File: src/sv/erm_pkg.sv
`default_nettype none
// ----------------------------------------------------------------------------
// erm_pkg: shared types and constants for the element restriction MAC
// Coarse node count, fixed point layout, opcodes and the cell control word.
// ----------------------------------------------------------------------------
package erm_pkg;

	localparam int COARSE_NODES     = 8;
	localparam int IDX_W            = $clog2(COARSE_NODES);
	localparam int PEND_W           = $clog2(COARSE_NODES + 1);
	localparam int FRAC_BITS        = 16;
	localparam int ACC_GUARD        = 8;
	localparam int CFG_W            = 7;
	localparam int CHILD_IDX_W      = 7;
	localparam int ROW_W            = 3;
	localparam int MAX_CHILDREN_DEF = 125;
	localparam int SAMPLE_WIDTH_DEF = 32;
	localparam int WEIGHT_WIDTH_DEF = 18;
	localparam logic [CFG_W-1:0] CHILDREN_RESET = 7'd125;

	typedef enum logic {
		OP_WRITE = 1'b0,
		OP_PUSH  = 1'b1
	} op_t;

	typedef struct packed {
		logic rd_en;   // fetch coefficient column for an accepted push
		logic mul_en;  // product stage load
		logic acc_en;  // accumulate product
		logic dump;    // element closes: move sum to chain, clear accumulator
		logic shift;   // chain moves one place toward the output
	} cell_ctl_t;

endpackage
`default_nettype wire

File: src/sv/erm_cell.sv
`default_nettype none
// ----------------------------------------------------------------------------
// erm_cell: one coarse node row of the restriction MAC
// Holds its coefficient row, multiplies the broadcast sample, accumulates,
// and passes finished sums along the result chain.
// ----------------------------------------------------------------------------
module erm_cell #(
	parameter int MAX_CHILDREN = erm_pkg::MAX_CHILDREN_DEF,
	parameter int SAMPLE_WIDTH = erm_pkg::SAMPLE_WIDTH_DEF,
	parameter int WEIGHT_WIDTH = erm_pkg::WEIGHT_WIDTH_DEF,
	localparam int AW    = $clog2(MAX_CHILDREN),
	localparam int PW    = SAMPLE_WIDTH + WEIGHT_WIDTH,
	localparam int ACC_W = PW + erm_pkg::ACC_GUARD
) (
	input  wire                           clk,
	input  wire                           arst_n,
	input  erm_pkg::cell_ctl_t            ctl,
	input  wire                           wr_en,
	input  wire        [AW-1:0]           wr_addr,
	input  wire        [WEIGHT_WIDTH-1:0] wr_data,
	input  wire        [AW-1:0]           rd_addr,
	input  wire signed [SAMPLE_WIDTH-1:0] sample_s1,
	input  wire signed [ACC_W-1:0]        chain_in,
	output logic signed [ACC_W-1:0]       chain_out
);

	logic        [WEIGHT_WIDTH-1:0] weight_mem_q [MAX_CHILDREN];
	logic signed [WEIGHT_WIDTH-1:0] weight_s1;
	logic signed [PW-1:0]           prod_s2;
	logic signed [ACC_W-1:0]        acc_q;
	logic signed [ACC_W-1:0]        hold_q;
	logic signed [ACC_W-1:0]        sum;

	always_ff @(posedge clk) begin
		if (wr_en) begin
			weight_mem_q[wr_addr] <= wr_data;
		end
	end

	always_ff @(posedge clk) begin
		if (ctl.rd_en) begin
			weight_s1 <= weight_mem_q[rd_addr];
		end
	end

	always_ff @(posedge clk) begin
		if (ctl.mul_en) begin
			prod_s2 <= sample_s1 * weight_s1;
		end
	end

	assign sum = acc_q + ACC_W'(prod_s2);

	always_ff @(posedge clk or negedge arst_n) begin
		if (!arst_n) begin
			acc_q <= '0;
		end else if (ctl.acc_en) begin
			acc_q <= ctl.dump ? '0 : sum;
		end
	end

	always_ff @(posedge clk) begin
		if (ctl.dump) begin
			hold_q <= sum;
		end else if (ctl.shift) begin
			hold_q <= chain_in;
		end
	end

	assign chain_out = hold_q;

endmodule
`default_nettype wire

File: config.mk
export PLATFORM = sky130hd
export DESIGN_NAME = erm_cell
export DESIGN_NICKNAME = d
export VERILOG_FILES = /design/src/sv/erm_pkg.sv /design/src/sv/erm_cell.sv
export SDC_FILE = /design/constraint.sdc
export NUM_CORES = 2
export LEC_CHECK = 0
export CORE_MARGIN = 3
export CORE_UTILIZATION = 65
export DETAILED_ROUTE_END_ITERATION = 8
export DONT_BUFFER_PORTS = 1
export PLACE_DENSITY_LB_ADDON = 0.25
export SLEW_MARGIN = 30
export SYNTH_ARGS = -nofsm -noshare
export SYNTH_HDL_FRONTEND = slang
export SYNTH_SLANG_ARGS = --single-unit
File: constraint.sdc
create_clock -name clk -period 14.7 [get_ports clk]
set_clock_uncertainty 0.05 [all_clocks]
set_input_delay 1.47 -clock clk [delete_from_list [all_inputs] [get_ports clk]]
set_output_delay 1.47 -clock clk [all_outputs]
set_load 0.005 [all_outputs]
# Yosys cells after proc, flatten, opt, wreduce, memory -nomap -nowiden
# Memories as Yosys holds them, arrays and structs flattened. A register that Yosys moved wholly into a read port is not among the register bits.
# Index checks and enable logic that the tools add are counted.
[totals]
output_inout_bits = 58
ram_bits = 2250
regBits = 166
elab_cells = 12
input_bits = 130
mem_count = 1
[classes]
mul = 1
n_reduce_logical = 1
n_mux = 5
add_sub_neg = 1
[mem_list]
columns = ["name", "depth", "word_bits", "read_ports", "rd_ports_with_merged_regs", "write_ports", "line", "source"]
rows = [
  ["weight_mem_q", 125, 18, 1, 1, 1, "erm_cell.sv:27", "logic [WEIGHT_WIDTH-1:0] weight_mem_q [MAX_CHILDREN];"],
]
[op_table]
columns = ["op", "n"]
rows = [
  ["$mux 58", 3],
  ["$add 58x50->58", 1],
  ["$mul 32x18->50", 1],
  ["$mux 1", 2],
  ["$reduce_bool 2->1", 1],
]

# Logic depth before layout (Yosys ltp)
[logic_depth]
ltp_word = 2
depth_mapped = 26
ltp_nobuf = 24

# Worst setup path before layout
# Ideal clock, no wire load.
[synth_path]
path_type = "input -> register"
start = "in sample_s1[17]"
end = "reg prod_s2[48], data pin"
setup_ns = 0.266
t_arrival_ns = 7.571
required_ns = 14.384
n_path_buf = 2
path_slack_ns = 6.813
stages = 25
path_cell_list = "clkbuf_1 -> clkbuf_1 -> nand2_1 -> fa_1 -> inv_1 -> fa_1 -> inv_1 -> fa_1 -> fa_1 -> inv_1 -> fa_1 -> inv_1 -> fa_1 -> inv_1 -> ha_1 -> a21oi_1 -> o21ai_0 -> a221o_1 -> a21oi_1 -> a21oi_1 -> o41ai_2 -> o21ai_1 -> o41ai_2 -> o221ai_1 -> xor2_1"
[synth_between]
elab_chain_cells = 1
[synth_rtl]
columns = ["item", "line", "source"]
rows = [
  ["start: declaration", "erm_cell.sv:22", "input wire signed [SAMPLE_WIDTH-1:0] sample_s1,"],
  ["$mul 32x18->50", "erm_cell.sv:48", "prod_s2 <= sample_s1 * weight_s1;"],
  ["end signal: assignment", "erm_cell.sv:48", ""],
  ["end: declaration", "erm_cell.sv:29", "logic signed [PW-1:0] prod_s2;"],
]
# Every way passes these cells.
# A chain may end at the register's enable or synchronous reset.

# Worst setup path in the final report
[layout_path]
start = "reg weight_s1[9], read port of weight_mem_q"
end = "reg prod_s2[47], data pin"
[layout_between]
elab_chain_cells = 1
[layout_rtl]
columns = ["item", "line", "source"]
rows = [
  ["start: declaration", "erm_cell.sv:28", "logic signed [WEIGHT_WIDTH-1:0] weight_s1;"],
  ["$mul 32x18->50", "erm_cell.sv:48", ""],
]
# Every way passes these cells.

==> summary.md <==
### Timing
- **slew of the pin with the lowest slew margin** 1.28 ns
- **post-route fraction of the period consumed by the critical path** 51.4%
- **worst hold margin** 0.236 ns
- **final setup violation count** 0
- **setup repair after global routing missed its margin** no
- **count of final max-slew check failures** 0
- **minimum clock period** 7.56 ns
- **aggregate negative setup slack** 0 ns
- **maximum clock rate** 132 MHz
- **Hold Vio Cnt, Final** 0
- **final setup margin** 7.14 ns
- **worst max-slew margin expressed relative to the limit** 14.4%

### Worst setup path
- **Arrival @ worst endpoint** 8.13 ns
- **reg2reg path depth** 22
- **category of the worst setup path capture point** flip-flop
- **critical-path maximum fanout** 32
- **required time at the endpoint of the critical path** 15.27 ns
- **Worst setup SP type** flip-flop
- **type of the worst setup path** flip-flop to flip-flop

### Min path
- **path type of the worst min-delay path** input pin to async pin

### Placement
- **quantity of I/O buffers inserted on ports** 0
- **total half-perimeter wirelength after legalization and detailed placement** 165 mm
- **worst slack, placed** 6.62 ns
- **Final GP Congestion** 0.915

### Clock tree
- **cell chosen for the clock root** sky130_fd_sc_hd__clkbuf_16
- **post-CTS setup buffer count** 0
- **number of clock buffers inserted by TritonCTS** 227
- **clock latency reported for the late side of the worst-skew pair** 0.89 ns
- **Longest Clk Path Bufs** 3
- **CTS H-tree lvls** 4
- **clock input transition at the sequential cells of the worst setup and hold paths** 0.07 ns
- **hold bufs inserted after CTS** 0
- **number of clock sinks seen by CTS** 2,434
- **CTS tree** built
- **post-CTS sizing** 0

### Global routing
- **met1 Resource Use GR** 45.1%
- **wire length of the first global-routing pass** 446 mm
- **antenna violations before repair** 15
- **global-route usage over all layers** 34.2%
- **GRT met3 Usage** 7.40%
- **global route total overflow** 0
- **layer carrying the most global-route usage** met2
- **maximum number of pins on one net before global-route repair** 559
- **met2 routing resource usage after global routing** 55.0%
- **vias in the first global route** 64,919

### Finish
- **fill count** 10,140
- **commonest cells after routing, fill and taps aside** sky130_fd_sc_hd__edfxtp_1, sky130_fd_sc_hd__mux4_2, sky130_fd_sc_hd__inv_1
- **area occupied by multi-input gates** 39,100 um^2
- **net total in the final layout** 7,374
- **Synth-to-Final Area Change** 9.11%
- **commonest non-fill, non-tap cell in the layout** sky130_fd_sc_hd__edfxtp_1
- **Seq. cell area** 72,800 um^2
- **fraction of layout instances using a drive strength above 1** 20.3%

### Die
- **Floorplan Core Area** 176,000 um^2
- **Die Span X** 427 um
- **total die area** 183,000 um^2
- **ports placed on the boundary** 188
- **effective utilization at floorplan** 65.5%
- **die height** 427 um
- **Cell Rows** 154

### Yosys
- **distinct cell type count after synthesis** 76
- **most used flip-flop cell after synthesis** sky130_fd_sc_hd__edfxtp_1
- **fraction of synthesized cell area in xor and xnor cells** 0.751%
- **share of cell area taken by muxes after synthesis** 15.0%
- **Yosys warning total** 0
- **#FFs+latches synth** 2,434
- **FFs w/ async S/R, synth** 2.38%
- **net count of the mapped netlist** 7,306
- **Post-Synth Adder-Cell Area** 11.5%
- **simple-gate portion of the synthesized area** 4.03%
- **part of the Yosys area used for sequential elements** 63.1%
- **synthesized cell area** 115,000 um^2
- **number of flops mapped to enable cells by yosys** 2,376
- **fraction of the mapped netlist area in compound gates** 2.39%
- **average footprint of a synthesized cell** 17.9 um^2
- **synthesized instance count** 6,444
- **largest family of logic cells by synthesized area** multiplexers

### Detailed routing
- **DRC** 0
- **count of TritonRoute iterations in the first routing pass** 6
- **final wirelength** 309 mm
- **iteration-0 DRC count of the detailed router** 8,194
- **Routed WL per cell** 34.1 um
- **count of vias placed by the detailed router** 61,996
- **Post-DRT Antenna Nets** 0
- **via density per instance** 6.85

### Run status
- **outcome** complete, no violations

### Flow run
- **count of maximum capacitance violations** 0

-- Yosys cell counts, types with 15 or more instances --
master	count	area share, %
sky130_fd_sc_hd__o21a_1	17	0.11
sky130_fd_sc_hd__buf_2	65	0.28
sky130_fd_sc_hd__xnor2_1	69	0.52
sky130_fd_sc_hd__o21ai_0	69	0.30
sky130_fd_sc_hd__nor2b_1	21	0.11
sky130_fd_sc_hd__mux2_2	70	0.68
sky130_fd_sc_hd__nand4_1	22	0.12
sky130_fd_sc_hd__nor3_1	20	0.087
sky130_fd_sc_hd__mux4_2	731	14
sky130_fd_sc_hd__buf_1	29	0.094
sky130_fd_sc_hd__clkbuf_1	222	0.72
sky130_fd_sc_hd__nand2_1	398	1.3
sky130_fd_sc_hd__a21oi_1	110	0.48
sky130_fd_sc_hd__nand2b_1	17	0.092
sky130_fd_sc_hd__nor2_1	224	0.73
sky130_fd_sc_hd__a21o_1	40	0.26
sky130_fd_sc_hd__a22o_1	50	0.38
sky130_fd_sc_hd__o21bai_1	15	0.098
sky130_fd_sc_hd__nand3_1	26	0.11
sky130_fd_sc_hd__inv_1	653	2.1
sky130_fd_sc_hd__edfxtp_1	2376	62
sky130_fd_sc_hd__dfrtp_1	58	1.3
sky130_fd_sc_hd__xor2_1	30	0.23
sky130_fd_sc_hd__and2_1	234	1.3
sky130_fd_sc_hd__fa_1	554	9.6
sky130_fd_sc_hd__ha_1	178	1.9
-- sequential cells by signal, summed over array words and instances, names as in the netlist --
| signal | cells |
|---|---|
| acc_q | 58 |
| weight_s1 | 18 |
| chain_out | 58 |
| prod_s2 | 50 |
| weight_mem_q | 2250 |
-- cell type report --
class                   count  area share (%)
diodes                      3         0.00596
clock buffers             277            4.67
clock inverters           143            1.13
inverters                 655            1.95
multi-input cells        3037            31.0
flip-flops and latches   2434            57.8
well taps                2340            2.32
repair buffers            157            1.09
-- stage by stage --
step | utilization, % | instances | instance area (um^2)
3_5_place_dp | 67.1 | 8613 | 118000
4_1_cts | 71.3 | 9033 | 126000
3_3_place_gp | 67.1 | 8613 | 118000
2_1_floorplan | - | 6444 | 115000
5_1_grt | 71.4 | 9043 | 126000
6_report | 71.5 | 9046 | 126000
-- cells by family after synthesis --
group,count (synthesis)
xor+xnor,99
compound gates,402
simple gates,995
buf+inv,973
fa+ha+maj,732
mux,809
flops,2434
-- path summary, 6_finish.rpt --
| check | start | to | slack (ns) |
|---|---|---|---|
| setup / recovery | weight_s1[9]$_DFFE_PP_ | prod_s2[47]$_DFFE_PP_ | 7.14 |
| hold / removal | arst_n | acc_q[17]$_DFFE_PN0P_ | 0.24 |
| setup reg to reg | weight_s1[9]$_DFFE_PP_ | prod_s2[47]$_DFFE_PP_ | 7.14 |
| hold reg to reg | acc_q[22]$_DFFE_PN0P_ | acc_q[22]$_DFFE_PN0P_ | 0.45 |
| max in group asynchronous | arst_n | acc_q[54]$_DFFE_PN0P_ | 14.23 |
| min in group clk | acc_q[22]$_DFFE_PN0P_ | acc_q[22]$_DFFE_PN0P_ | 0.45 |
-- critical path: stages (launching register included) --
cell	delay, ns
sky130_fd_sc_hd__edfxtp_1	0.36
sky130_fd_sc_hd__buf_4	0.46
sky130_fd_sc_hd__nand2_1	0.19
sky130_fd_sc_hd__fa_1	0.60
sky130_fd_sc_hd__inv_1	0.07
sky130_fd_sc_hd__fa_1	0.51
sky130_fd_sc_hd__fa_1	0.57
sky130_fd_sc_hd__fa_1	0.43
sky130_fd_sc_hd__fa_1	0.49
sky130_fd_sc_hd__inv_1	0.05
sky130_fd_sc_hd__fa_1	0.47
sky130_fd_sc_hd__inv_1	0.04
sky130_fd_sc_hd__ha_1	0.34
sky130_fd_sc_hd__a21o_1	0.18
sky130_fd_sc_hd__a21oi_1	0.21
sky130_fd_sc_hd__nor2_1	0.10
sky130_fd_sc_hd__o41ai_1	0.59
sky130_fd_sc_hd__a31oi_1	0.40
sky130_fd_sc_hd__o2111ai_1	0.29
sky130_fd_sc_hd__nand3_1	0.22
sky130_fd_sc_hd__a221oi_1	0.32
sky130_fd_sc_hd__o21ai_0	0.13
sky130_fd_sc_hd__xor2_1	0.15
-- layer usage --
layer | share of wire (%) | wire length, um
met5 | 0.026 | 80
met4 | 5.6 | 17400
met3 | 11 | 34200
met2 | 49 | 152000
met1 | 34 | 105000
Power is not shown: default switching activity piles up to over one toggle a cycle in this logic, so the estimate is an artifact.
