==> config.mk <==
export PLATFORM = sky130hd
export DESIGN_NAME = erm_ctrl
export DESIGN_NICKNAME = d
export VERILOG_FILES = /design/src/sv/erm_pkg.sv /design/src/sv/erm_ctrl.sv
export SDC_FILE = /design/constraint.sdc
export NUM_CORES = 1
export LEC_CHECK = 0
export ABC_AREA = 0
export BUFFER_PORTS_ARGS = -buffer_cell sky130_fd_sc_hd__buf_2
export CORE_MARGIN = 2
export CORE_UTILIZATION = 44
export CTS_CLUSTER_SIZE = 8
export DETAILED_ROUTE_END_ITERATION = 10
export GPL_ROUTABILITY_DRIVEN = 0
export PLACE_DENSITY = 0.85
export REMOVE_ABC_BUFFERS = 1
export SKIP_CTS_REPAIR_TIMING = 1
export SLEW_MARGIN = 20
export SYNTH_ARGS = -nofsm -noshare
export SYNTH_HDL_FRONTEND = slang
export SYNTH_SLANG_ARGS = --single-unit
==> constraint.sdc <==
create_clock -name clk -period 2.5 [get_ports clk]
set_clock_uncertainty 0.05 [all_clocks]
set_input_delay 0.375 -clock clk [delete_from_list [all_inputs] [get_ports clk]]
set_output_delay 0.375 -clock clk [all_outputs]
set_load 0.05 [all_outputs]
==> src/sv/erm_pkg.sv <==
`default_nettype none
// ----------------------------------------------------------------------------
// erm_pkg: shared types and constants for the element restriction MAC
// Coarse node count, fixed point layout, opcodes and the cell control word.
// ----------------------------------------------------------------------------
package erm_pkg;

	localparam int COARSE_NODES     = 8;
	localparam int IDX_W            = $clog2(COARSE_NODES);
	localparam int PEND_W           = $clog2(COARSE_NODES + 1);
	localparam int FRAC_BITS        = 16;
	localparam int ACC_GUARD        = 8;
	localparam int CFG_W            = 7;
	localparam int CHILD_IDX_W      = 7;
	localparam int ROW_W            = 3;
	localparam int MAX_CHILDREN_DEF = 125;
	localparam int SAMPLE_WIDTH_DEF = 32;
	localparam int WEIGHT_WIDTH_DEF = 18;
	localparam logic [CFG_W-1:0] CHILDREN_RESET = 7'd125;

	typedef enum logic {
		OP_WRITE = 1'b0,
		OP_PUSH  = 1'b1
	} op_t;

	typedef struct packed {
		logic rd_en;   // fetch coefficient column for an accepted push
		logic mul_en;  // product stage load
		logic acc_en;  // accumulate product
		logic dump;    // element closes: move sum to chain, clear accumulator
		logic shift;   // chain moves one place toward the output
	} cell_ctl_t;

endpackage
`default_nettype wire

==> src/sv/erm_ctrl.sv <==
`default_nettype none
// ----------------------------------------------------------------------------
// erm_ctrl: sequencing for the restriction MAC
// Child counter, element close detection, MAC pipeline valids, result chain
// occupancy and input backpressure.
// ----------------------------------------------------------------------------
module erm_ctrl #(
	parameter int MAX_CHILDREN = erm_pkg::MAX_CHILDREN_DEF,
	localparam int AW = $clog2(MAX_CHILDREN)
) (
	input  wire                                clk,
	input  wire                                arst_n,
	input  wire                                cfg_wr_en,
	input  wire  [erm_pkg::CFG_W-1:0]          cfg_wr_data,
	input  wire                                in_valid,
	input  wire                                opcode,
	input  wire  [erm_pkg::CHILD_IDX_W-1:0]    child_index,
	input  wire                                out_valid,
	input  wire                                out_stall,
	output logic                               in_stall,
	output logic                               wr_accept,
	output logic [AW-1:0]                      wr_addr,
	output logic [AW-1:0]                      rd_addr,
	output erm_pkg::cell_ctl_t                 ctl,
	output logic [erm_pkg::PEND_W-1:0]         pending
);

	localparam int CNT_W = ($clog2(MAX_CHILDREN + 1) > erm_pkg::CFG_W) ?
		$clog2(MAX_CHILDREN + 1) : erm_pkg::CFG_W;

	logic [erm_pkg::CFG_W-1:0]  cfg_q;
	logic [AW-1:0]              counter_q;
	logic [erm_pkg::PEND_W-1:0] pending_q;
	logic                       push_s1, end_s1, push_s2, end_s2;
	logic [CNT_W-1:0]           cnt_ext, count_eff;
	logic                       is_end, busy, accept, push, load;

	always_comb begin
		cnt_ext = CNT_W'(cfg_q);
		if (cnt_ext == '0) begin
			count_eff = CNT_W'(1);
		end else if (cnt_ext > CNT_W'(MAX_CHILDREN)) begin
			count_eff = CNT_W'(MAX_CHILDREN);
		end else begin
			count_eff = cnt_ext;
		end
	end

	assign is_end = (CNT_W'(counter_q) + CNT_W'(1)) >= count_eff;

	// a closing push waits until the chain is empty and no close is in flight
	assign busy     = end_s1 || end_s2 || (pending_q != '0);
	assign in_stall = (opcode == erm_pkg::OP_PUSH) && is_end && busy;
	assign accept   = in_valid && !in_stall;
	assign push     = accept && (opcode == erm_pkg::OP_PUSH);

	assign wr_accept = accept && (opcode == erm_pkg::OP_WRITE) &&
		(32'(child_index) < 32'(MAX_CHILDREN));
	assign wr_addr   = AW'(child_index);
	assign rd_addr   = counter_q;

	assign load = (pending_q != '0) && (!out_valid || !out_stall);

	always_comb begin
		ctl.rd_en  = push;
		ctl.mul_en = push_s1;
		ctl.acc_en = push_s2;
		ctl.dump   = end_s2;
		ctl.shift  = load;
	end

	assign pending = pending_q;

	always_ff @(posedge clk or negedge arst_n) begin
		if (!arst_n) begin
			cfg_q     <= erm_pkg::CHILDREN_RESET;
			counter_q <= '0;
			pending_q <= '0;
			push_s1   <= 1'b0;
			end_s1    <= 1'b0;
			push_s2   <= 1'b0;
			end_s2    <= 1'b0;
		end else begin
			if (cfg_wr_en) begin
				cfg_q <= cfg_wr_data;
			end
			if (push) begin
				counter_q <= is_end ? '0 : counter_q + AW'(1);
			end
			push_s1 <= push;
			end_s1  <= push && is_end;
			push_s2 <= push_s1;
			end_s2  <= end_s1;
			if (end_s2) begin
				pending_q <= erm_pkg::PEND_W'(erm_pkg::COARSE_NODES);
			end else if (load) begin
				pending_q <= pending_q - erm_pkg::PEND_W'(1);
			end
		end
	end

endmodule
`default_nettype wire

* Word-level counts from Yosys, hierarchy flattened *
Index checks and enable logic that the tools add are counted.

cells by class
  $lt $le $gt $ge = 3
  $add $sub $neg = 2
  reduce and logical (&&, ||, !) cells = 17
  shifts and indexed selects = 0
  multiplexer cells = 5
  bitwise operators = 1
  multipliers = 0
  div/mod/pow operators = 0
  equality and inequality tests = 0

operator list
  kind                                                                 count
  7-bit two-way mux                                                    3
  1-bit logical AND                                                    8
  4-bit two-way mux                                                    2
  7-bit by 1-bit adder with 7-bit output (second input constant)       1
  7-bit greater-or-equal comparator                                    1
  7-bit greater-than comparator (second input constant)                1
  7-bit zero test                                                      1
  7-bit less-than comparator (second input constant)                   1
  4-bit nonzero test                                                   1
  4-bit by 1-bit subtractor with 4-bit output (second input constant)  1
  1-bit zero test                                                      3
  1-bit logical OR                                                     3
  2-bit nonzero test                                                   1
  1-bit inverter                                                       1

storage, ports and cells
  logic and storage cells = 35
  bits in read-only memories = 0
  RAM bits = 0
  output and inout port bits = 25
  memories = 0
  input port bits = 21
  latch bits = 0
  register bits after elaboration = 22

* Depth between registers and ports, before layout *
Gate-level depths: netlist of the first run.

  depth in word-level cells = 10
  mapped depth = 11
  mapped depth without buffers = 10

* Least setup slack after synthesis of the first run *
OpenSTA, ideal clock, no wires.

  path type = flip-flop to output port
  start = register counter_q[0] (netlist: rd_addr[0])
  end = output port in_stall
  arrival = 2685 ps
  data required time = 2075 ps
  path buffers = 0
  path slack = -610 ps
  cell stages (with the launch flop) = 10
  cell sequence = dfrtp_1 ha_1 inv_1 nor3_1 xor2_1 ha_1 o21ai_0 nor2_1 a211oi_4 nor2_1

between the ends
  longest elaborated chain between the ends = 4

ends and longest elaborated chain
  item                                    RTL line        text
  from (decl)                             erm_ctrl.sv:32  logic [AW-1:0] counter_q;
  from (signal assigned)                  erm_ctrl.sv:88  counter_q <= is_end ? '0 : counter_q + AW'(1);
  7-bit by 1-bit adder with 7-bit output  erm_ctrl.sv:49  assign is_end = (CNT_W'(counter_q) + CNT_W'(1)) >= count_eff;
  7-bit greater-or-equal comparator       erm_ctrl.sv:49
  1-bit logical AND (2 in a row)          erm_ctrl.sv:53  assign in_stall = (opcode == erm_pkg::OP_PUSH) && is_end && busy;
  to (decl)                               erm_ctrl.sv:20  output logic in_stall,

No other way between the ends.

* Final worst setup path of the first run *
  start = register counter_q[1] (netlist: rd_addr[1])
  end = output port in_stall

Same word-level chain as after synthesis.

==> reports/results.ini, run 1 <==
[finish]
register_area_sq_um = 558
nFillCells = 237
drive_gt1_share_pct = 51.1
postLayoutCellArea_sq_mm = 0.00172
final_common_cell = buf_2
fin_nets = 215
antenna_cells = 0
multiInputGateArea_sq_um = 679
final_util_pct = 61.2
layout_common_cells = 43 x buf_2, 16 x dfrtp_1, 13 x buf_4, 12 x nand2_1, 10 x inv_1
instances_no_fill = 215
area_delta_synth_final_pct = 29.3

[worst_setup_path]
r2r-end = rd_addr[2]
start_kind = flop
critPathCaptureType = output pin
r2r_slack_ns = -0.07
arrival_ns = 2.51
r2r_cells = 10
worstReg2RegStart = rd_addr[1]
path_max_fanout = 3
critPathKind = flop to output pin
required_ns = 2.08

[power]
power.leakage_nw = 0.863
peakVddDrop_mv = 0.631
p_per_area_mw_per_mm2 = 1180

[min_path]
hp-start = cfg_wr_data[4]
hold_path_depth = 3
hold_path_end = cfg_q[4]
holdCritPathClass = primary input to flop

[synthesis]
ys_ff_latch = 22
ys_warn_count = 0
synth_area_leader_cell = dfrtp_1
synth_top_cell_area_share_pct = 30.1
netlist_area_sq_mm = 0.00133
synthFlopType = dfrtp_1
synth_area_leaders = dfrtp_1 30%, dfstp_2 12%, ha_1 8.5%
synth.distinct_cells = 36
synth-edff-count = 0
synth-async-reset-ratio_pct = 100
syn_area_per_cell_sq_um = 9.92
synth_seq_area_share_pct = 42.0
netlist_instances = 134

[clock_network]
clock-sinks = 22
cts_tree = built
h-tree-depth = 1
cts_buffer_depth = 2
clk_pin_slew_ns = 0.12
root_buffer = clkbuf_4
worstSkewPairLatency_ns = 0.32
cts-buffers-inserted = 3

[global_route]
grt_pass1_vias = 1023
grt_pass1_wl_mm = 4.44
antenna_found_initial = 0
grtUsageTotal_pct = 17.2
grt-ovfl-total = 0
grt_max_degree = 23

[route]
drtAntennaViolNets = 0
num_vias = 1145
drc = 2
met1_length_mm = 1.34
dr.pass1.iters = 7
drt-vias-per-instance = 5.33
drt-total-wl_mm = 2.99
route.met3.wl_microns = 148
drt-initial-drc-count = 21
avgRoutedWirePerCell_microns = 13.9
top_layer = met4
wl_met2_mm = 1.43

[floorplanning]
coreArea_sq_mm = 0.00281
die_area_sq_mm = 0.00348
die_y_microns = 59.0
dieWidth_microns = 59.0
ioPinCount = 46
initial_core_util_pct = 47.4
rows = 19

[place]
place_hpwl_mm = 2.21
dp_cells = 208
io_buffers = 45
place_area_sq_mm = 0.00158

[timing]
rsz0062_at_grt = true
drv_slew = 0
max_slew_margin_pct = 67.5
tns_ns = -0.913
setup_slack_ns = -0.433
post-route-period-util_pct = 117
period_needed_ns = 2.93
fmax_mhz = 341
hold_viol = 0
worst_pin_slew_ns = 0.484
final-setup-viol-count = 3

[flow_run]
cap_viol_max_count = 0

[outcome]
violations = design-rule violations, negative setup slack
status = finished, violations left

-- critical path, stage by stage, from the launching register on --
cell and delay, ns:
dfrtp_1 0.43, ha_4 0.17, inv_1 0.06, nor3_2 0.14, xor2_1 0.27, ha_1 0.30
and4_4 0.19, a211oi_4 0.28, buf_6 0.16, nor2_4 0.03, buf_8 0.16
-- power by group --
group / internal (mW) / total (mW) / switching, mW
clock network: 0.0892 / 0.203 / 0.114
logic: 0.488 / 1.27 / 0.777
registers: 0.457 / 0.558 / 0.101
total: 1.03 / 2.03 / 0.991
-- worst max-delay path by stage --
stage / start / end / slack [ns] / cells after the start
4_1_cts: rd_addr[0] / ctl[4] / -0.56 / 10
3_3_place_gp: rd_addr[0] / ctl[4] / -0.1 / 10
3_5_place_dp: rd_addr[0] / ctl[4] / -0.15 / 10
5_1_grt: rd_addr[1] / in_stall / -0.58 / 11
2_1_floorplan: rd_addr[0] / ctl[4] / -0.65 / 9
6_report: rd_addr[1] / in_stall / -0.43 / 10
-- final cells by class --
type	count	share of cell area [%]
Sequential cell	22	32.5
Multi-Input combinational cell	87	39.5
Tap cell	31	2.26
Inverter	11	2.40
Clock buffer	4	2.11
Timing Repair Buffer	60	21.2
-- per-stage QoR --
stage | setup slack [ns] | hold slack (ns) | total power, mW
floorplan | -0.650 | 0.0294 | 1.32
global placement | -0.0967 | 0.306 | 1.67
detailed placement | -0.146 | 0.307 | 1.69
CTS | -0.565 | -0.0486 | 1.90
global route | -0.581 | 0.191 | 2.15
finish | -0.433 | 0.203 | 2.03
-- flip-flops by register name (all words and copies together) (netlist names) --
register and count:
cfg_q 7, end_s1 1, end_s2 1, pending 4, push_s1 1, push_s2 1, rd_addr 7
-- cells by family after synthesis --
| family | synth area share, % |
|---|---|
| DFF | 42.0 |
| buffers and inverters | 10.5 |
| muxes | 2.45 |
| xor gates and xnor gates | 4.61 |
| adders and majority gates | 8.47 |
| and+or+nand+nor | 15.4 |
| AOI/OAI and AO/OA | 16.5 |
-- per-layer routing --
metal,GRT usage [%],up-vias
met1,22.9,553
met3,1.76,5
met5,0,-
met4,10.4,0
met2,27.1,36
li1,-,551
-- cell usage after synthesis, types with 2 or more instances --
cell     number
dfrtp_1      16
a21o_2        5
o21ai_0       8
nor3b_1       4
a21oi_1       2
nand3_1       4
mux2_2        2
nand2_1      12
nor3_1        4
nor2_1       11
nor4_1        2
dfstp_2       6
buf_4        12
inv_1        11
xor2_1        3
ha_1          9
xnor2_1       4
(Power assumes the default switching activity.)
==> run 2: changes to the inputs <==
--- a/config.mk
+++ b/config.mk
@@ -9,6 +9,7 @@
 export BUFFER_PORTS_ARGS = -buffer_cell sky130_fd_sc_hd__buf_2
 export CORE_MARGIN = 2
 export CORE_UTILIZATION = 44
+export CTS_BUF_LIST = sky130_fd_sc_hd__clkbuf_8 sky130_fd_sc_hd__clkbuf_16
 export CTS_CLUSTER_SIZE = 8
 export DETAILED_ROUTE_END_ITERATION = 10
 export GPL_ROUTABILITY_DRIVEN = 0
==> run 2 against run 1 <==
The flow still finishes with violations (design-rule violations, negative setup slack). Register-to-register slack better by 0.05 ns. Non-clock buffer count is 1 higher. Die area stayed put. Via count is 2.4% higher. Combinational power is 3% higher. Fmax is 1.4% higher. First-iteration DRC count is 24% higher. Clock power is 28% higher. Wire length is 9.4% higher. Largest power group unchanged. Highest routed layer unchanged.
==> reports/results.ini, run 2 (same netlist as run 1, synthesis figures left out) <==
[outcome]
status = finished, violations left
violations = design-rule violations, negative setup slack

[place]
pre_cts_ws_ns = -0.146
io_buffers = 45
place_hpwl_mm = 2.21
dp_cells = 208
place_area_sq_mm = 0.00158

[floorplanning]
die_y_microns = 59.0
initial_core_util_pct = 47.4
rows = 19
coreArea_sq_mm = 0.00281
ioPinCount = 46
dieWidth_microns = 59.0
die_area_sq_mm = 0.00348

[timing]
hold_viol = 0
post-route-period-util_pct = 116
drv_slew = 0
worst_pin_slew_ns = 0.472
fmax_mhz = 346
max_slew_margin_pct = 68.4
hold_slack_ns = 0.000903
setup_slack_ns = -0.392
period_needed_ns = 2.89
rsz0062_at_grt = true
tns_ns = -0.786
final-setup-viol-count = 3

[worst_setup_path]
worst_path_max_delay_cell = dfrtp_1
r2r-end = rd_addr[2]
start_kind = flop
critPathCaptureType = output pin
r2r_cells = 10
crit_chain = ha_4, inv_1, nor3_2, xor2_1, ha_1, and4_4, a211oi_4, buf_6, nor2_4, buf_8
path_max_fanout = 3
worstReg2RegStart = rd_addr[1]
critPathKind = flop to output pin
arrival_ns = 2.47
r2r_slack_ns = -0.02
slowest_delay_ns = 0.41
required_ns = 2.08

[global_route]
grt_pass1_wl_mm = 4.51
grt_use_met3_pct = 2.42
grt_use_met1_pct = 23.3
grt-ovfl-total = 0
grtUsageTotal_pct = 17.6
top_usage_layer = met2
grt_pass1_vias = 1020
grt_max_degree = 23
antenna_found_initial = 0
grtUsageMet2_pct = 28.1

[finish]
layout_common_cells = 43 x buf_2, 16 x dfrtp_1, 14 x buf_4, 12 x nand2_1, 10 x inv_1
fin_nets = 216
postLayoutCellArea_sq_mm = 0.00175
instances_no_fill = 216
area_delta_synth_final_pct = 31.4
antenna_cells = 0
drive_gt1_share_pct = 51.9
final_util_pct = 62.2
nFillCells = 232
final_common_cell = buf_2

[route]
drc = 2
drt-vias-per-instance = 5.43
dr.pass1.iters = 7
avgRoutedWirePerCell_microns = 15.1
drt-initial-drc-count = 26
drtAntennaViolNets = 0
num_vias = 1172
drt-total-wl_mm = 3.27

[clock_network]
cts-buffers-inserted = 3
cts_tree = built
cts_buffer_depth = 2
root_buffer = clkbuf_8
worstSkewPairLatency_ns = 0.27
clock-sinks = 22
h-tree-depth = 1
clk_pin_slew_ns = 0.08

[power]
peakVddDrop_mv = 0.635
p_per_area_mw_per_mm2 = 1220
power.leakage_nw = 0.877
fin_total_pwr_mw = 2.13

[flow_run]
cap_viol_max_count = 0

[min_path]
holdCritPathClass = primary input to asynchronous set/reset pin

[run 2: cell types whose count changed in the layout (fill, tap and decap cells not counted), sizes merged]
cell and delta:
dlygate4sd3 -1, buf +2
[run 2: area by class of cell]
class	count	area, sq um	share of cell area, %
Tap cell	31	38.8	2.22
Sequential cell	22	558	32.0
Clock buffer	4	55.1	3.15
Timing Repair Buffer	61	373	21.4
Inverter	11	41.3	2.37
Multi-Input combinational cell	87	679	38.9
[run 2: how the worst max path moves through the flow]
stage               startpoint        to  cells past startpoint
finish              rd_addr[1]  in_stall                     10
global route        rd_addr[1]  in_stall                     11
CTS                 rd_addr[0]    ctl[4]                     10
detailed placement  rd_addr[0]    ctl[4]                     10
global placement    rd_addr[0]    ctl[4]                     10
floorplan           rd_addr[0]    ctl[4]                      9
[run 2: critical path: cells and delay by family, from the launching register on]
family	cells	cell delay (ns)
XOR/XNOR	1	0.27
adder cells (fa/ha/maj)	2	0.48
AO/OA/AOI/OAI	1	0.29
flip-flops	1	0.41
AND/OR/NAND/NOR	3	0.37
buffers and inverters	3	0.37
[run 2: routing by layer]
layer  vias up  wire length, microns
met5         -                     0
met2        46                  1650
met1       565                  1360
met3         9                   162
met4         0                    97
li1        552                     -
[run 2: where the power goes]
part | internal [mW] | switching, mW
clock network | 0.141 | 0.119
logic | 0.505 | 0.808
registers | 0.458 | 0.101
