**config.mk**
```make
export PLATFORM = sky130hd
export DESIGN_NAME = erm_outstage
export DESIGN_NICKNAME = d
export VERILOG_FILES = /design/src/sv/erm_pkg.sv /design/src/sv/erm_outstage.sv
export SDC_FILE = /design/constraint.sdc
export NUM_CORES = 1
export LEC_CHECK = 0
export ABC_AREA = 1
export BUFFER_PORTS_ARGS = -buffer_cell sky130_fd_sc_hd__buf_2
export CAP_MARGIN = 20
export CORE_MARGIN = 3
export CORE_UTILIZATION = 51
export DETAILED_ROUTE_END_ITERATION = 6
export PLACE_DENSITY = 0.88
export SLEW_MARGIN = 20
export SYNTH_ARGS = -nofsm -noshare
export SYNTH_HDL_FRONTEND = slang
export SYNTH_SLANG_ARGS = --single-unit
```
**constraint.sdc**
```tcl
create_clock -name clk -period 0.8 [get_ports clk]
set_input_delay 0.04 -clock clk [delete_from_list [all_inputs] [get_ports clk]]
set_output_delay 0.04 -clock clk [all_outputs]
set_load 0.005 [all_outputs]
```
**src/sv/erm_pkg.sv**
```systemverilog
`default_nettype none
// ----------------------------------------------------------------------------
// erm_pkg: shared types and constants for the element restriction MAC
// Coarse node count, fixed point layout, opcodes and the cell control word.
// ----------------------------------------------------------------------------
package erm_pkg;

	localparam int COARSE_NODES     = 8;
	localparam int IDX_W            = $clog2(COARSE_NODES);
	localparam int PEND_W           = $clog2(COARSE_NODES + 1);
	localparam int FRAC_BITS        = 16;
	localparam int ACC_GUARD        = 8;
	localparam int CFG_W            = 7;
	localparam int CHILD_IDX_W      = 7;
	localparam int ROW_W            = 3;
	localparam int MAX_CHILDREN_DEF = 125;
	localparam int SAMPLE_WIDTH_DEF = 32;
	localparam int WEIGHT_WIDTH_DEF = 18;
	localparam logic [CFG_W-1:0] CHILDREN_RESET = 7'd125;

	typedef enum logic {
		OP_WRITE = 1'b0,
		OP_PUSH  = 1'b1
	} op_t;

	typedef struct packed {
		logic rd_en;   // fetch coefficient column for an accepted push
		logic mul_en;  // product stage load
		logic acc_en;  // accumulate product
		logic dump;    // element closes: move sum to chain, clear accumulator
		logic shift;   // chain moves one place toward the output
	} cell_ctl_t;

endpackage
`default_nettype wire

```
**src/sv/erm_outstage.sv**
```systemverilog
`default_nettype none
// ----------------------------------------------------------------------------
// erm_outstage: rounding, saturation and output register
// Takes the sum at the head of the chain, rounds half up to Q16.16,
// clips to the sample range and holds the word until it is taken.
// ----------------------------------------------------------------------------
module erm_outstage #(
	parameter int SAMPLE_WIDTH = erm_pkg::SAMPLE_WIDTH_DEF,
	parameter int WEIGHT_WIDTH = erm_pkg::WEIGHT_WIDTH_DEF,
	localparam int ACC_W = SAMPLE_WIDTH + WEIGHT_WIDTH + erm_pkg::ACC_GUARD
) (
	input  wire                               clk,
	input  wire                               arst_n,
	input  wire                               load,
	input  wire  [erm_pkg::PEND_W-1:0]        pending,
	input  wire  signed [ACC_W-1:0]           head,
	input  wire                               out_stall,
	output logic                              out_valid,
	output logic [erm_pkg::IDX_W-1:0]         coarse_index,
	output logic signed [SAMPLE_WIDTH-1:0]    coarse_value,
	output logic                              saturated,
	output logic                              last
);

	localparam int QW = ACC_W + 1 - erm_pkg::FRAC_BITS;
	localparam int HW = QW - SAMPLE_WIDTH + 1;

	logic signed [ACC_W:0]          rnd;
	logic        [QW-1:0]           q;
	logic        [HW-1:0]           q_hi;
	logic                           clip;
	logic        [SAMPLE_WIDTH-1:0] val;
	logic        [SAMPLE_WIDTH-1:0] smax;

	assign rnd  = (ACC_W + 1)'(head) + (ACC_W + 1)'(1 << (erm_pkg::FRAC_BITS - 1));
	assign q    = rnd[ACC_W:erm_pkg::FRAC_BITS];
	assign q_hi = q[QW-1:SAMPLE_WIDTH-1];
	// in range only when the sign bit and everything above it agree
	assign clip = !((q_hi == '0) || (q_hi == '1));
	assign smax = {1'b0, {(SAMPLE_WIDTH - 1){1'b1}}};
	assign val  = clip ? (q[QW-1] ? ~smax : smax) : q[SAMPLE_WIDTH-1:0];

	always_ff @(posedge clk or negedge arst_n) begin
		if (!arst_n) begin
			out_valid <= 1'b0;
		end else if (load) begin
			out_valid <= 1'b1;
		end else if (!out_stall) begin
			out_valid <= 1'b0;
		end
	end

	always_ff @(posedge clk) begin
		if (load) begin
			coarse_index <= erm_pkg::IDX_W'(erm_pkg::PEND_W'(erm_pkg::COARSE_NODES) - pending);
			coarse_value <= val;
			saturated    <= clip;
			last         <= (pending == erm_pkg::PEND_W'(1));
		end
	end

endmodule
`default_nettype wire

```
==> flow_metrics.py, run 1 <==
metrics = {
    "clocking": {
        "clk_path_buf_depth": 2,
        "cts_inserted_buffers": 5,
        "cts_num_sinks": 38,
        "htree_num_levels": 2,
        "clock_tree_root_buffer_cell": "clkbuf_8",
    },
    "outcome": {
        "run_status": "did not finish",
        "last-stage-reached": "5_1_grt",
        "flow.first_error": "[ERROR GRT-0232] Routing congestion too high. Check the congestion heatmap in the GUI.",
    },
    "grt": {
        "gr-usage-all-layers_pct": 71.4,
        "grt_overflow_total": 10,
        "pin_count_of_the_biggest_net_entering_global_routing": 39,
    },
    "placement": {
        "gp_congestion": 0.924,
        "place.detailed.instances": 654,
        "place.detailed.hpwl_um": 8390,
        "numPortBuffers": 88,
    },
    "synth": {
        "share_of_synthesized_area_occupied_by_flip_flops_and_latches_pct": 38.2,
        "async_reset_ff_share_pct": 2.63,
        "synth.net_count": 481,
        "syn_inst": 412,
        "number_of_enable_flip_flop_cells_after_synthesis": 37,
        "synth_area_per_cell_um2": 7.22,
        "yosysWarnings": 0,
        "post_synth_instance_area_um2": 2980,
        "yosys_register_bits": 38,
        "synthDistinctLibCells": 24,
        "ys_dominant_reg_cell": "edfxtp_1",
    },
    "floorplanning": {
        "dieWidth_um": 82.4,
        "floorplan.rows": 27,
        "die_h_um": 82.4,
        "io_pins": 104,
        "start_util_pct": 53.4,
    },
    "sta": {
        "globalroute.repair_timing.worst_endpoint": "coarse_value[15]$_DFFE_PP_/D",
        "worstEpCategory": "register input",
    },
}
synth_stat cells, drive strengths merged, types with 2 or more instances:
cell    instances  area share [%]
ha              3             1.3
xor2           13             3.8
nor2           76              12
inv            24             3.0
xnor2          18             5.3
nand4          12             2.5
edfxtp         37              37
nand3          26             5.6
clkinv          3            0.38
nor3            2            0.34
nand2         187              24
buf             6             2.3
logic make-up after synthesis:
logic type	after synthesis	share of synthesized area [%]
flip-flops	38	38.2
XOR/XNOR	31	9.13
buffers and inverters	33	5.68
adder cells (fa/ha/maj)	3	1.26
AO/OA/AOI/OAI	2	0.505
AND/OR/NAND/NOR	305	45.2
per-stage QoR:
step	setup WS (ps)	hold WS [ps]	instance area (µm²)
after floorplan	-840	-256	3080
after global placement	-1110	-186	4240
after CTS	-823	9.54	4990
after detailed placement	-1250	-181	4240
routing by layer:
metal  overflow  GRT usage (%)
met2          6           87.5
met5          0           11.7
met4          4           74.3
met3          0           55.4
met1          0           71.4
repair_timing:
| item | CTS |
|---|---|
| endpoints found under the setup margin | 71 |
| setup buffers | 20 |
| gates cloned | 4 |
| gates resized for setup | 124 |
| hold buffers | 2 |
| endpoints found under the hold margin | 2 |
| pin swaps | 19 |
==> run 2, diff against run 1 <==
--- a/config.mk
+++ b/config.mk
@@ -9,9 +9,9 @@
 export BUFFER_PORTS_ARGS = -buffer_cell sky130_fd_sc_hd__buf_2
 export CAP_MARGIN = 20
 export CORE_MARGIN = 3
-export CORE_UTILIZATION = 51
+export CORE_UTILIZATION = 40
 export DETAILED_ROUTE_END_ITERATION = 6
-export PLACE_DENSITY = 0.88
+export PLACE_DENSITY_LB_ADDON = 0.15
 export SLEW_MARGIN = 20
 export SYNTH_ARGS = -nofsm -noshare
 export SYNTH_HDL_FRONTEND = slang
==> run 2 against run 1 <==
Effect of this change: the flow now finishes, with violations (negative setup slack); synthesized cell count unchanged; synthesized area is the same.
==> flow_metrics.py, run 2 <==
metrics = {
    "synth": {
        "synth_top_area_cell": "edfxtp_1",
        "ys_dominant_reg_cell": "edfxtp_1",
        "number_of_enable_flip_flop_cells_after_synthesis": 37,
        "post_synth_instance_area_um2": 2980,
        "yosysWarnings": 0,
        "yosys-top-cells-count": "nand2_1, nor2_1, edfxtp_1",
        "yosys_register_bits": 38,
        "synthDistinctLibCells": 24,
        "synth_area_per_cell_um2": 7.22,
        "synth.net_count": 481,
        "async_reset_ff_share_pct": 2.63,
        "area_share_of_the_largest_cell_type_after_synthesis_pct": 37.3,
        "share_of_synthesized_area_occupied_by_flip_flops_and_latches_pct": 38.2,
        "syn_inst": 412,
        "synth_area_leaders": "edfxtp_1, nand2_1, nor2_1",
        "synth_most_common_cell": "nand2_1",
    },
    "clocking": {
        "cts.reportedPaths.clkPinSlew_ps": 70,
        "clk_path_buf_depth": 2,
        "clock_latency_ps": 270,
        "cts_inserted_buffers": 5,
        "clock_tree_root_buffer_cell": "clkbuf_8",
        "cts_num_sinks": 38,
        "cts_tree": "yes",
        "htree_num_levels": 2,
    },
    "grt": {
        "pin_count_of_the_biggest_net_entering_global_routing": 39,
        "grt_overflow_total": 0,
        "grt.met2_usage_pct": 38.9,
        "grt_pass1_vias": 3172,
        "grt_antenna_before_repair": 0,
        "gr-usage-all-layers_pct": 22.7,
        "global_route_wire_length_before_repair_um": 15300,
        "grt_util_met1_pct": 29.8,
        "global_route.usage.met3_pct": 2.05,
        "busiest_layer": "met2",
    },
    "floorplanning": {
        "dieWidth_um": 92.2,
        "io_pins": 104,
        "die_h_um": 92.2,
        "floorplan.rows": 30,
        "start_util_pct": 42.4,
        "fp.dieArea_um2": 8510,
        "core_region_area_um2": 7020,
    },
    "sta": {
        "worstMarginPinSlew_ps": 432,
        "fin_worst_skew_ps": 0,
        "min_period_over_period_pct": 214,
        "setup_slack_ps": -914,
        "slew_violations": 0,
        "finalHoldViolations": 0,
        "period_minus_slack_ps": 1710,
        "setup_violations": 50,
        "timing.slew.headroom_pct": 71.0,
        "rsz_0062_raised_after_global_routing": "yes",
        "achievable-frequency_ghz": 0.583,
    },
    "layout": {
        "design.final.nets": 680,
        "layout_top_registers": "coarse_value: 32 flops, coarse_index: 3 flops",
        "drive_gt1_share_pct": 52.0,
        "post-route-util_pct": 70.6,
        "largest_register_ffs": 32,
        "area_growth_pct": 66.4,
        "largest_register": "coarse_value",
        "final_common_cell": "nand2_1",
        "most_frequent_cells_in_the_layout": "nand2_1, buf_4, buf_2",
        "num_antenna_cells": 0,
    },
    "detailed_routing": {
        "drc": 0,
        "drtIter0Drc": 151,
        "first_pass_iters": 5,
        "vias_per_cell": 4.82,
        "via_count_of_the_routed_design": 3410,
        "routed_wl_um": 9940,
        "antenna_violating_nets_post_route": 0,
        "drt-wirelength-per-cell_um": 14.0,
    },
    "worst_setup_path": {
        "critPathCaptureType": "flip-flop",
        "timing.reg2reg.setup_slack_ps": 150,
        "cp-start-kind": "primary input",
        "cp_num_buf_inv": 4,
        "cpMaxStageDelayCell": "nor2_4",
        "cpLargestDelayFamily": "simple AND/OR/NAND/NOR gates",
        "timing.rr.end": "out_valid",
        "worst-endpoint-arrival_ps": 1740,
        "worst_r2r_startpoint": "out_valid",
        "critical_path.cell_chain": "buf_2 > nand2_2 > nor2_4 > buf_4 > nand2_1 > nor2_4 > nand3_2 > nand2_2 > nand3_1 > nor2_2 > nand3_4 > nand3_4 > buf_12 > buf_12 > nand2_1",
        "worst-r2r-cell-count": 1,
        "worst_setup_path_type": "primary input to flip-flop",
        "worst_path_largest_cell_delay_ps": 140,
        "required_ps": 820,
        "critical_path_peak_fanout": 6,
    },
    "power_and_ir_drop": {
        "static-leakage-power_uw": 0.00221,
        "power_density_nw_per_um2": 992,
        "irDropWorstVdd_mv": 0.500,
    },
    "hold_path": {
        "worst_min_path_start": "pending[3]",
        "min-delay-path-class": "primary input to flip-flop",
        "min_delay_worst_endpoint": "last",
        "min_delay_path_depth": 2,
    },
    "placement": {
        "numPortBuffers": 88,
        "place.detailed.hpwl_um": 7490,
        "gp_congestion": 0.890,
        "post-place-ws_ps": -1260,
    },
    "outcome": {
        "failing_checks": "negative setup slack",
        "run_status": "finished with violations",
    },
    "run": {
        "maxCapViolations": 0,
    },
}
-- run 2: cell counts after synthesis --
No cell type changed its count.
-- run 2: worst max-delay path by stage --
stage	from	to	slack (ps)	cells past startpoint
2_1_floorplan	head[15]	coarse_value[10]	-840	15
3_3_place_gp	head[15]	coarse_value[16]	-1220	14
3_5_place_dp	head[15]	coarse_value[12]	-1260	14
4_1_cts	head[15]	coarse_value[7]	-850	15
5_1_grt	head[33]	coarse_value[7]	-1030	14
6_report	head[29]	coarse_value[7]	-910	15
-- run 2: cells by family (layout without fill, tap and decap cells) --
group	count (synthesis)	count (layout)	share of synthesized area [%]
and+or+nand+nor	305	305	45.2
DFF	38	38	38.2
buffers and inverters	33	233	5.68
xor gates and xnor gates	31	31	9.13
adders and majority gates	3	3	1.26
AOI/OAI and AO/OA	2	2	0.505
-- run 2: report_power, final --
part,switching (µW),internal [µW]
clock,612,603
combinational,663,645
sequential,31.4,2360
-- run 2: routing by layer --
layer,share of wire (%),vias up
li1,-,1714
met1,43,1545
met2,49,124
met3,5.4,27
met4,3.2,0
met5,0,-
-- run 2: cell type report --
class                   count  area, µm²
fillers                   568       2070
multi-input cells         341       2040
flip-flops and latches     38       1140
well taps                  96        120
repair buffers            198       1470
clock inverters             2       10.0
clock buffers               6       72.6
inverters                  27        103
-- run 2: metrics by stage --
stage	area, µm²	setup TNS, ps	cells	power, µW	hold slack, ps
after floorplan	3080	-26850	412	2840	-256
after global placement	4330	-39330	682	3550	-186
after detailed placement	4330	-40140	682	3570	-183
after CTS	4790	-26480	706	4890	36.2
after global routing	4950	-33610	708	5140	35.7
final	4950	-28900	708	4910	42.3
-- run 2: repair_timing --
item	4_1_cts	5_1_grt
gates cloned	2	1
gates resized for setup	61	46
endpoints found under the setup margin	66	71
buffers inserted	11	1
pin swaps	11	10
endpoints found under the hold margin	3	0
hold buffers	3	0
(Power assumes the default switching activity.)
==> run 3, diff against run 2 <==
--- a/config.mk
+++ b/config.mk
@@ -5,7 +5,7 @@
 export SDC_FILE = /design/constraint.sdc
 export NUM_CORES = 1
 export LEC_CHECK = 0
-export ABC_AREA = 1
+export ABC_AREA = 0
 export BUFFER_PORTS_ARGS = -buffer_cell sky130_fd_sc_hd__buf_2
 export CAP_MARGIN = 20
 export CORE_MARGIN = 3
==> run 3 against run 2 <==
Effect of this change: the flow still finishes with violations (negative setup slack); clock power up 4%; sequential cell count did not move; synthesized area decreased by 14%; die area decreased by 13%; global-route usage fell by 3.3 points.
==> flow_metrics.py, run 3 <==
metrics = {
    "sta": {
        "achievable-frequency_ghz": 0.435,
        "min_period_over_period_pct": 288,
        "setup_violations": 71,
        "fin_tns_setup_ps": -48750,
        "period_minus_slack_ps": 2300,
        "worstMarginPinSlew_ps": 431,
        "finalHoldViolations": 0,
        "timing.slew.headroom_pct": 71.2,
        "fin_worst_skew_ps": 0,
        "rsz_0062_raised_after_global_routing": "yes",
        "slew_violations": 0,
        "setup_slack_ps": -1500,
    },
    "floorplanning": {
        "floorplan.rows": 28,
        "fp.dieArea_um2": 7390,
        "io_pins": 104,
        "core_region_area_um2": 6060,
        "dieWidth_um": 85.9,
        "die_h_um": 85.9,
        "start_util_pct": 42.2,
    },
    "detailed_routing": {
        "antenna_violating_nets_post_route": 0,
        "drtIter0Drc": 111,
        "drc": 0,
        "via_count_of_the_routed_design": 2547,
        "first_pass_iters": 4,
        "vias_per_cell": 5.09,
        "drt-wirelength-per-cell_um": 14.1,
        "routed_wl_um": 7070,
    },
    "layout": {
        "final_common_cell": "buf_2",
        "most_frequent_cells_in_the_layout": "buf_2, buf_4, edfxtp_1",
        "num_antenna_cells": 0,
        "drive_gt1_share_pct": 54.1,
        "design_area_um2": 4010,
        "fillCellCount": 493,
        "largest_register_ffs": 32,
        "layout_top_registers": "coarse_value: 32 flops, coarse_index: 3 flops",
        "area_growth_pct": 57.0,
        "post-route-util_pct": 66.2,
        "largest_register": "coarse_value",
        "design.final.nets": 493,
    },
    "worst_setup_path": {
        "required_ps": 840,
        "timing.rr.end": "out_valid",
        "worst-r2r-cell-count": 1,
        "cp-start-kind": "primary input",
        "worst-endpoint-arrival_ps": 2340,
        "worst_setup_path_startpoint": "head[29]",
        "timing.reg2reg.setup_slack_ps": 150,
        "critPathCapture": "coarse_value[3]",
        "critical_path_peak_fanout": 24,
        "worst_r2r_startpoint": "out_valid",
        "worst_setup_path_type": "primary input to flip-flop",
        "critPathCaptureType": "flip-flop",
    },
    "outcome": {
        "failing_checks": "negative setup slack",
        "run_status": "finished with violations",
    },
    "synth": {
        "ys_dominant_reg_cell": "edfxtp_1",
        "yosysWarnings": 0,
        "yosys_register_bits": 38,
        "synth_area_leaders": "edfxtp_1, o21ai_2, xnor2_1",
        "synth_area_per_cell_um2": 10.3,
        "area_share_of_the_largest_cell_type_after_synthesis_pct": 43.5,
        "yosys-top-cells-count": "edfxtp_1, nand2_1, o21ai_2",
        "synthDistinctLibCells": 42,
        "async_reset_ff_share_pct": 2.63,
        "syn_inst": 248,
        "post_synth_instance_area_um2": 2560,
        "number_of_enable_flip_flop_cells_after_synthesis": 37,
        "synth_most_common_cell": "edfxtp_1",
        "share_of_synthesized_area_occupied_by_flip_flops_and_latches_pct": 44.4,
        "synth_top_area_cell": "edfxtp_1",
        "synth.net_count": 317,
    },
    "grt": {
        "gr-usage-all-layers_pct": 19.4,
        "global_route_wire_length_before_repair_um": 11400,
        "grt_overflow_total": 0,
        "pin_count_of_the_biggest_net_entering_global_routing": 25,
        "grt_antenna_before_repair": 0,
        "grt_pass1_vias": 2463,
    },
    "placement": {
        "place.detailed.hpwl_um": 5340,
        "gp_congestion": 0.900,
        "numPortBuffers": 88,
        "dp_area_um2": 3700,
    },
    "power_and_ir_drop": {
        "power_density_nw_per_um2": 1200,
        "irDropWorstVdd_mv": 0.703,
        "static-leakage-power_uw": 0.00168,
    },
    "hold_path": {
        "min_delay_path_depth": 2,
        "min-delay-path-class": "primary input to flip-flop",
    },
    "clocking": {
        "cts_num_sinks": 38,
        "cts_tree": "yes",
        "clock_latency_ps": 290,
        "clock_tree_root_buffer_cell": "clkbuf_8",
        "cts.reportedPaths.clkPinSlew_ps": 80,
        "htree_num_levels": 2,
        "clk_path_buf_depth": 2,
        "cts_inserted_buffers": 5,
    },
    "run": {
        "maxCapViolations": 0,
    },
}
## run 3: cell count changes in the layout (fill, tap and decap cells not counted), moves of 6 or more
cell     before  now
nor2_4       18    1
and3_1        0    6
o21ai_1       0   10
buf_4        97   81
nand2_2      42    0
nor2_1       24   14
nor2_2       33    0
nand2_1     137   19
o21ai_2       0   20
inv_1        21    8
## run 3: layout make-up
type	instances	area [µm²]	area share, %
Clock buffer	6	72.6	1.81
Sequential cell	38	1140	28.3
Clock inverter	2	8.76	0.218
Inverter	9	33.8	0.842
Timing Repair Buffer	179	1220	30.3
Tap cell	75	93.8	2.34
Multi-Input combinational cell	191	1450	36.1
## run 3: what timing repair did
item / in CTS / in global routing
hold buffers: 3 / 0
setup buffers: 3 / 1
pin swaps: 8 / 3
hold endpoints to repair: 3 / 0
resized for setup: 31 / 8
cloned: 1 / 0
setup endpoints to repair: 71 / 71
## run 3: where the power goes
part,internal (µW),switching [µW]
clock,599,664
sequential,2370,38.3
combinational,606,555
## run 3: logic make-up after synthesis
logic type | share of synthesized area [%]
mux | 2.40
xor+xnor | 11.6
buf+inv | 4.26
flops | 44.4
simple gates | 22.7
compound gates | 13.1
fa+ha+maj | 1.47
## run 3: worst min path at each step
stage                    start         to  slack [ps]
detailed placement      arst_n  out_valid        -180
global route        pending[3]       last          30
finish              pending[3]       last          30
floorplan               arst_n  out_valid        -260
CTS                 pending[3]       last          30
global placement        arst_n  out_valid        -190
## run 3: worst max-delay path: stages
cell and delay, ps:
buf_6 70, nand4_1 160, or4_4 520, or3_4 410, or4_4 430, a22o_4 250, o21ai_4 170, buf_12 200
o21ai_1 90
## run 3: layer usage
layer  part of all wire [%]  vias to the layer above  GRT usage (%)
met1                     41                     1196           24.0
met4                    1.0                        0           6.33
met2                     53                       68           34.4
met3                    5.0                        4           2.79
met5                      0                        -              0
li1                       -                     1279              -
## run 3: stage by stage
stage	hold WS [ps]	total power, µW	cells	setup slack, ps
2_1_floorplan	-256	2840	248	-1650
3_3_place_gp	-185	3530	484	-1800
3_5_place_dp	-184	3560	484	-1840
4_1_cts	25.8	4860	499	-1500
5_1_grt	34.2	5100	500	-1550
6_report	30.4	4830	500	-1500
==> run 4, diff against run 3 <==
--- a/config.mk
+++ b/config.mk
@@ -10,9 +10,12 @@
 export CAP_MARGIN = 20
 export CORE_MARGIN = 3
 export CORE_UTILIZATION = 40
+export CTS_BUF_LIST = sky130_fd_sc_hd__clkbuf_2 sky130_fd_sc_hd__clkbuf_4 sky130_fd_sc_hd__clkbuf_8
 export DETAILED_ROUTE_END_ITERATION = 6
+export GPL_ROUTABILITY_DRIVEN = 0
 export PLACE_DENSITY_LB_ADDON = 0.15
 export SLEW_MARGIN = 20
 export SYNTH_ARGS = -nofsm -noshare
 export SYNTH_HDL_FRONTEND = slang
 export SYNTH_SLANG_ARGS = --single-unit
+export TNS_END_PERCENT = 100
==> run 4 against run 3 <==
Effect of this change: the run still ends with negative setup slack left; fmax shrank 1.3%; sequential cell count is the same; power rose by 1.1%; largest cell class unchanged; highest routed layer unchanged.
==> flow_metrics.py, run 4 (same netlist as run 3, synthesis figures left out) <==
metrics = {
    "layout": {
        "area_growth_pct": 58.1,
        "layout_top_registers": "coarse_value: 32 flops, coarse_index: 3 flops",
        "most_frequent_cells_in_the_layout": "buf_2, buf_4, edfxtp_1",
        "final_common_cell": "buf_2",
        "design.final.nets": 494,
        "num_antenna_cells": 0,
        "design_area_um2": 4040,
        "final_cell_count_no_fill": 501,
        "drive_gt1_share_pct": 54.5,
        "largest_register_ffs": 32,
        "largest_register": "coarse_value",
    },
    "detailed_routing": {
        "antenna_violating_nets_post_route": 0,
        "routed_wl_um": 7140,
        "drt-wirelength-per-cell_um": 14.3,
        "drc": 0,
        "via_count_of_the_routed_design": 2582,
        "vias_per_cell": 5.15,
        "drtIter0Drc": 99,
        "first_pass_iters": 4,
    },
    "grt": {
        "grt_antenna_before_repair": 0,
        "gr-usage-all-layers_pct": 19.4,
        "pin_count_of_the_biggest_net_entering_global_routing": 25,
        "global_route_wire_length_before_repair_um": 11400,
        "grt_pass1_vias": 2482,
        "grt_overflow_total": 0,
    },
    "worst_setup_path": {
        "worst_setup_path_type": "primary input to flip-flop",
        "timing.reg2reg.setup_slack_ps": 150,
        "critical_path.cell_chain": "buf_6 > nand4_1 > or4_4 > or3_4 > or4_4 > a22o_4 > o21ai_4 > clkbuf_16 > o21ai_2",
        "crit_top_cell": "or4_4",
        "worst-r2r-cell-count": 1,
        "required_ps": 850,
        "cp-start-kind": "primary input",
        "cp_num_buf_inv": 2,
        "critical_path_peak_fanout": 12,
        "worst_r2r_startpoint": "out_valid",
        "critPathCaptureType": "flip-flop",
        "timing.rr.end": "out_valid",
        "cpLargestDelayFamily": "simple AND/OR/NAND/NOR gates",
        "worst-endpoint-arrival_ps": 2380,
        "cpMaxStageDelayCell": "or4_4",
        "worst_path_largest_cell_delay_ps": 520,
    },
    "power_and_ir_drop": {
        "static-leakage-power_uw": 0.00169,
        "power_density_nw_per_um2": 1210,
        "fin_total_pwr_uw": 4890,
        "irDropWorstVdd_mv": 0.704,
    },
    "hold_path": {
        "worst_min_path_start": "pending[3]",
        "min_delay_path_depth": 2,
        "min-delay-path-class": "primary input to flip-flop",
        "min_delay_worst_endpoint": "last",
    },
    "floorplanning": {
        "start_util_pct": 42.2,
        "floorplan.rows": 28,
        "die_h_um": 85.9,
        "dieWidth_um": 85.9,
        "io_pins": 104,
        "core_region_area_um2": 6060,
        "fp.dieArea_um2": 7390,
    },
    "placement": {
        "post-place-ws_ps": -1840,
        "place.detailed.instances": 484,
        "dp_area_um2": 3700,
        "place.detailed.hpwl_um": 5340,
        "numPortBuffers": 88,
    },
    "sta": {
        "period_minus_slack_ps": 2330,
        "slew_violations": 0,
        "fin_worst_skew_ps": 0,
        "setup_violations": 71,
        "achievable-frequency_ghz": 0.429,
        "fin_tns_setup_ps": -49250,
        "worstMarginPinSlew_ps": 429,
        "rsz_0062_raised_after_global_routing": "yes",
        "min_period_over_period_pct": 291,
        "timing.slew.headroom_pct": 71.3,
        "setup_slack_ps": -1530,
        "finalHoldViolations": 0,
    },
    "clocking": {
        "cts_tree": "yes",
        "htree_num_levels": 2,
        "clock_latency_ps": 290,
        "cts.reportedPaths.clkPinSlew_ps": 70,
        "clock_tree_root_buffer_cell": "clkbuf_8",
        "clk_path_buf_depth": 2,
        "cts_inserted_buffers": 5,
        "cts_num_sinks": 38,
    },
    "outcome": {
        "run_status": "finished with violations",
        "failing_checks": "negative setup slack",
    },
    "run": {
        "maxCapViolations": 0,
    },
}
-- run 4: changes by cell type in the layout (fill, tap and decap cells not counted), sizes merged --
cell | previous run | this run
clkbuf | 6 | 7
-- run 4: power by group --
part	switching, µW	total, µW	leakage, µW	internal (µW)
clock	666	1300	0.0000460	633
combinational	560	1180	0.00127	618
sequential	38.5	2410	0.000375	2370
total	1270	4890	0.00169	3620
-- run 4: worst max path at each step --
stage,from,endpoint,slack [ps],cells past startpoint
finish,head[29],coarse_value[30],-1530,9
global route,head[29],coarse_value[19],-1560,9
CTS,head[29],coarse_value[3],-1500,9
detailed placement,head[31],coarse_value[3],-1840,9
global placement,head[29],coarse_value[4],-1800,9
floorplan,head[29],coarse_value[28],-1650,8
-- run 4: timing repair --
item,in CTS,in global routing
gates resized for setup,31,8
endpoints found under the setup margin,71,71
pin swaps,8,4
setup buffers,3,1
hold buffers,3,0
endpoints found under the hold margin,3,0
cloned,1,1
-- run 4: final cells by class --
cell class | count | area, µm²
multi-input cells | 191 | 1450
well taps | 75 | 93.8
inverters | 9 | 33.8
repair buffers | 180 | 1240
clock inverters | 2 | 8.76
clock buffers | 6 | 76.3
fillers | 489 | 2020
flip-flops and latches | 38 | 1140
-- run 4: stage by stage --
stage          hold WS, ps  utilization [%]
2_1_floorplan         -256                -
3_3_place_gp          -185             61.1
3_5_place_dp          -184             61.1
4_1_cts               25.8             65.3
5_1_grt               34.2             66.7
6_report              29.9             66.7
-- run 4: per-layer routing --
layer  wire, µm  vias to the layer above  GRT usage [%]
met2       3740                       74           34.6
met4         96                        0           6.33
met1       2960                     1215           23.8
li1           -                     1287              -
met3        350                        6           2.79
met5          0                        -              0
